--- config.mk ---
export PLATFORM = sky130hd
export DESIGN_NAME = irt_cell
export DESIGN_NICKNAME = d
export VERILOG_FILES = /design/src/sv/irt_pkg.sv /design/src/sv/irt_cell.sv
export SDC_FILE = /design/constraint.sdc
export NUM_CORES = 1
export LEC_CHECK = 0
export ABC_AREA = 1
export ABC_CLOCK_PERIOD_IN_PS = 7600
export BUFFER_PORTS_ARGS = -buffer_cell sky130_fd_sc_hd__buf_4
export CORE_MARGIN = 2
export CORE_UTILIZATION = 49
export CTS_CLUSTER_SIZE = 28
export DETAILED_ROUTE_END_ITERATION = 12
export PLACE_DENSITY = 0.95
export SYNTH_ARGS = -nofsm -noshare
export SYNTH_HDL_FRONTEND = slang
export SYNTH_SLANG_ARGS = --single-unit
--- constraint.sdc ---
create_clock -name clk -period 7.6 [get_ports clk]
set_input_delay 1.9 -clock clk [delete_from_list [all_inputs] [get_ports clk]]
set_output_delay 1.9 -clock clk [all_outputs]
set_load 0.02 [all_outputs]
--- src/sv/irt_pkg.sv ---
// shared types and codes for the interval range table
`default_nettype none
package irt_pkg;

	typedef enum logic [5:0] {
		ST_IDLE  = 6'b000001,
		ST_EVAL  = 6'b000010,
		ST_DEL   = 6'b000100,
		ST_INS_E = 6'b001000,
		ST_INS_B = 6'b010000,
		ST_DONE  = 6'b100000
	} irt_state_t;

	localparam logic [1:0] STATUS_DONE  = 2'd0;
	localparam logic [1:0] STATUS_EMPTY = 2'd1;
	localparam logic [1:0] STATUS_FULL  = 2'd2;

	localparam logic FUNC_ASSIGN = 1'b0;
	localparam logic FUNC_LOOKUP = 1'b1;

	typedef struct packed {
		logic init;
		logic shl;
		logic ins;
	} cell_ctl_t;

endpackage
`default_nettype wire

--- src/sv/irt_cell.sv ---
// one boundary cell of the table row: key, value, valid and compares
`default_nettype none
module irt_cell #(
	parameter int KEY_BITS   = 32,
	parameter int VALUE_BITS = 8,
	parameter bit FIRST      = 1'b0
) (
	input  wire                          clk,
	input  wire                          arst_n,
	input  wire irt_pkg::cell_ctl_t      ctl,
	input  wire logic [VALUE_BITS-1:0]   init_value,
	input  wire logic [KEY_BITS-1:0]     lo_key,
	input  wire logic [KEY_BITS-1:0]     hi_key,
	input  wire logic [KEY_BITS-1:0]     ins_key,
	input  wire logic [VALUE_BITS-1:0]   ins_value,
	input  wire logic [KEY_BITS-1:0]     left_key,
	input  wire logic [VALUE_BITS-1:0]   left_value,
	input  wire logic                    left_valid,
	input  wire logic                    left_lt,
	input  wire logic [KEY_BITS-1:0]     right_key,
	input  wire logic [VALUE_BITS-1:0]   right_value,
	input  wire logic                    right_valid,
	output logic [KEY_BITS-1:0]          key,
	output logic [VALUE_BITS-1:0]        value,
	output logic                         valid,
	output logic                         lt_lo,
	output logic                         le_hi
);
	import irt_pkg::*;

	logic [KEY_BITS-1:0]   key_q;
	logic [VALUE_BITS-1:0] value_q;
	logic                  valid_q;

	assign key   = key_q;
	assign value = value_q;
	assign valid = valid_q;
	assign lt_lo = valid_q & (key_q < lo_key);
	assign le_hi = valid_q & (key_q <= hi_key);

	always_ff @(posedge clk or negedge arst_n) begin
		if (!arst_n) begin
			key_q   <= '0;
			value_q <= '0;
			valid_q <= FIRST;
		end else if (ctl.init) begin
			key_q   <= '0;
			value_q <= init_value;
			valid_q <= FIRST;
		end else if (ctl.shl && !lt_lo) begin
			key_q   <= right_key;
			value_q <= right_value;
			valid_q <= right_valid;
		end else if (ctl.ins && !lt_lo) begin
			if (left_lt) begin
				key_q   <= ins_key;
				value_q <= ins_value;
				valid_q <= 1'b1;
			end else begin
				key_q   <= left_key;
				value_q <= left_value;
				valid_q <= left_valid;
			end
		end
	end

endmodule
`default_nettype wire

==> impl_summary.md <==
Drt
In the routed layout, each cell is associated on average with a via count of 5.474. The post-route antenna net violation count is 0. The pre-antenna-repair detailed-routing pass consisted of 5 iterations.

The number of DRC violations after detailed routing is 0. The average routed wire per standard cell is 15.57 um. In this run, the number of DRC markers left after iteration 0 of detailed routing was 198. After detailed routing, the total wire length is 14830 um. The routed via count is 5211.

Power and ir drop
The power density over the cells is 145.6 nW/um2. The highest ir drop seen on vdd is 0.08115 mV. The share of total power consumed by net switching is 40.85%. Of the total power, registers draw 32.7%. The internal portion of the total power is 0.5276 mW. The share of power burned in the clock network is 16.7%. Combinational logic is responsible for 50.6% of the overall power. After layout, the design draws a total of 0.8920 mW. The reported net switching power is 0.3644 mW. The leakage power total is 3.600 nW.

Critical path
The count of cells along the worst register-to-register path is 10. The endpoint identified for the worst register-to-register timing path is key[2]$_DFFE_PN0P_. The origin of the critical flop-to-flop path is key[31]$_DFFE_PN0P_. STA classifies the critical path startpoint as an input port. The capturing instance or port of the critical path is lt_lo. Along the worst path, the maximum fanout reaches 44. At the worst endpoint, the arrival time is 3.69 ns. The register-to-register path setup slack is 4.03 ns.

The signal on the critical path passes through buf_4, inv_1, ha_1, a211o_1, nor2_1, nand2_1, a21oi_2, nand2_4, inv_1, buf_4. The beginning of the critical path is lo_key[31]. Data on the critical path is required at its endpoint by 5.70 ns. The type of destination of the critical path is a primary output. By startpoint and endpoint, the worst setup path is classified as in2out. The critical-path cell with the highest stage delay is nand2_4. The maximum cell stage delay along the critical path is 0.35 ns.

Clock network
In this run the deepest clock path goes through 2 buffers. The TritonCTS buffer count is 5. The TritonCTS clock tree is done. The number of H-tree levels is 2. The count of hold buffers inserted by post-cts repair is 0. In this run the post-CTS setup repair buffer count came out at 0. In this run the clock root is driven by a clkbuf_8. Clock-pin slew was measured on the worst setup and hold paths at 0.08 ns. Post-CTS repair changed the size of 0 cells.

The clock reaches the later pin of the worst-skew pair after 0.29 ns. CTS saw 41 sinks.

Yosys
The synthesized instance count is 628. The number of flip-flops and latches in the synthesized netlist is 41. The post-synth net total is 891. The top-area cell type share of the netlist area is 24.18%. dfrtp_1 takes more of the synthesized area than any other cell.

Of the synthesized area, sequential elements account for 24.18%. Among all cell types in the netlist, the one instantiated most often is nand2_1. Yosys attributes the largest share of cell area to dfrtp_1 (24%), ha_1 (19%), nand2_1 (12%). Counting flops with a built-in enable in the synthesized netlist gives 0.

The yosys synthesis warning count is 0. The flip-flop cell with the highest count after synthesis is dfrtp_1. The share of flip-flops with an asynchronous set or reset is 100.0%. In the synthesized netlist, the cells that appear most often are nand2_1 (141), inv_1 (79), nor2_1 (74).

After synthesis, the mean cell area works out to 6.756 um2. Synthesis instantiated 27 different standard cells from the library. The cell area after synthesis is 4243 um2.

Outcome
The flow ran to the end, and the final reports show no timing, DRC or antenna violations.

Place
The last weighted congestion value of the routability-driven placer is 0.9287. The instance area at placement is 6040 um2. After legalization and detailed placement, the total HPWL measured 11530 um.

The count of buffers added on input and output ports is 242.

STA
The final hold slack is 0.4997 ns. The final critical path takes up 73.51% of the cycle. Setup repair after global routing left no endpoint under its margin. The upper clock frequency limit is 179.0 MHz.

For the pin with the worst max-slew slack, the measured transition is 1.307 ns. The minimum period implied by the final worst setup slack is 5.587 ns. The worst clock skew is 0.009424 ns. Adding up every negative setup slack in the final design gives 0 ns.

The number of setup violations in the final report is 0. The total count of hold-check failures in the final report is 0. In this run the tightest slew margin relative to its limit is 12.65%. The final max-slew violation count is 0.

Worst hold path
The class of the tightest hold or removal check is reg2reg.

Die
The die span in y is 97.05 um. The initial utilization of the core area, before any placement, comes to 51.12%. In this run the count of I/O pins placed on the die edge is 243. The chip width is 97.05 um. The region available for standard cell placement spans 8299 um2. The die covers 9419 um2.

In this run the core area contains 33 standard-cell rows.

Global route
The initial antenna violation count is 0. Global routing used 30.82% of the available tracks across all layers. The number of global-route vias before repair was 5396.

Summed over all layers, the global routing overflow is 0. The largest net degree at the start of global routing is 45. The first global-routing pass estimated 24070 um of wire.

Finish
Once layout is done, the placed cells without fillers occupy 6126 um2. Cells with a size suffix above 1 make up 30.22% of the layout. The net count of the finished layout is 1110. The antenna diode instance count is 0. From synthesis to final layout, the design area changed by 44.38%.

Job
Across the run, the number of max-cap violations was 0.
==> cells in the final DEF (no fill, tap or decap) <==
master,count
nand3_1,54
nor3_1,3
nand2_1,141
a21oi_2,1
nor2_1,74
a211o_1,1
nand3b_1,39
clkbuf_1,1
o21ai_1,2
nand4_1,3
inv_2,2
o21ai_0,45
buf_4,242
inv_1,79
nor3b_1,1
clkbuf_8,6
or2_2,1
nand2_4,2
a21o_1,1
nor2_4,1
nor4_1,2
ha_1,63
dfrtp_1,41
a21oi_1,34
a31o_2,1
mux2i_1,7
==> how the worst min path moves through the flow <==
stage	startpoint	endpoint	cells past startpoint
floorplan	value[0]$_DFFE_PN0P_	value[0]$_DFFE_PN0P_	2
finish	value[0]$_DFFE_PN0P_	value[0]$_DFFE_PN0P_	2
global placement	value[1]$_DFFE_PN0P_	value[1]$_DFFE_PN0P_	2
CTS	value[0]$_DFFE_PN0P_	value[0]$_DFFE_PN0P_	2
detailed placement	value[0]$_DFFE_PN0P_	value[0]$_DFFE_PN0P_	2
global route	value[2]$_DFFE_PN0P_	value[2]$_DFFE_PN0P_	2
==> state kept, by name, summed over array words and instances, names as in the netlist <==
signal and flops:
key 32, valid 1, value 8
==> logic make-up after synthesis <==
| family | share of synthesized area (%) |
|---|---|
| buffers and inverters | 10.85 |
| multiplexers | 1.651 |
| AND/OR/NAND/NOR | 34.39 |
| AO/OA/AOI/OAI | 10.35 |
| flip-flops | 24.18 |
| adder cells (fa/ha/maj) | 18.58 |
==> critical path: cells and delay by family <==
kind	cells	cell delay, ns
adders and majority gates	1	0.30
buffers and inverters	4	0.40
AOI/OAI and AO/OA	2	0.51
and+or+nand+nor	3	0.57
==> layout make-up <==
cell class | count | area (um2)
fillers | 629 | 2173
flip-flops and latches | 41 | 1026
clock buffers | 7 | 86.33
repair buffers | 242 | 1817
multi-input cells | 476 | 2761
inverters | 81 | 304.0
well taps | 105 | 131.4
==> routing by layer <==
layer	global-route usage (%)	vias up	share of wire, %
li1	-	2490	-
met1	34.77	2389	38
met2	55.29	273	50
met3	5.827	59	7.4
met4	15.49	0	4.6
met5	0	-	0
==> stage by stage <==
step,setup WS (ns),utilization (%),cells
global placement,2.123,72.77,945
CTS,2.049,73.81,952
finish,2.013,73.81,952
global route,1.847,73.81,952
detailed placement,2.075,72.77,945
floorplan,2.471,-,628
==> power groups by stage <==
stage	Combinational, mW	Clock [mW]	Sequential [mW]
final	0.451	0.149	0.291
after global routing	0.502	0.161	0.295
after CTS	0.451	0.152	0.290
after detailed placement	0.449	0	0.294
after global placement	0.426	0	0.292
after floorplan	0.212	0	0.326
Power figures use the tool's default switching activity.
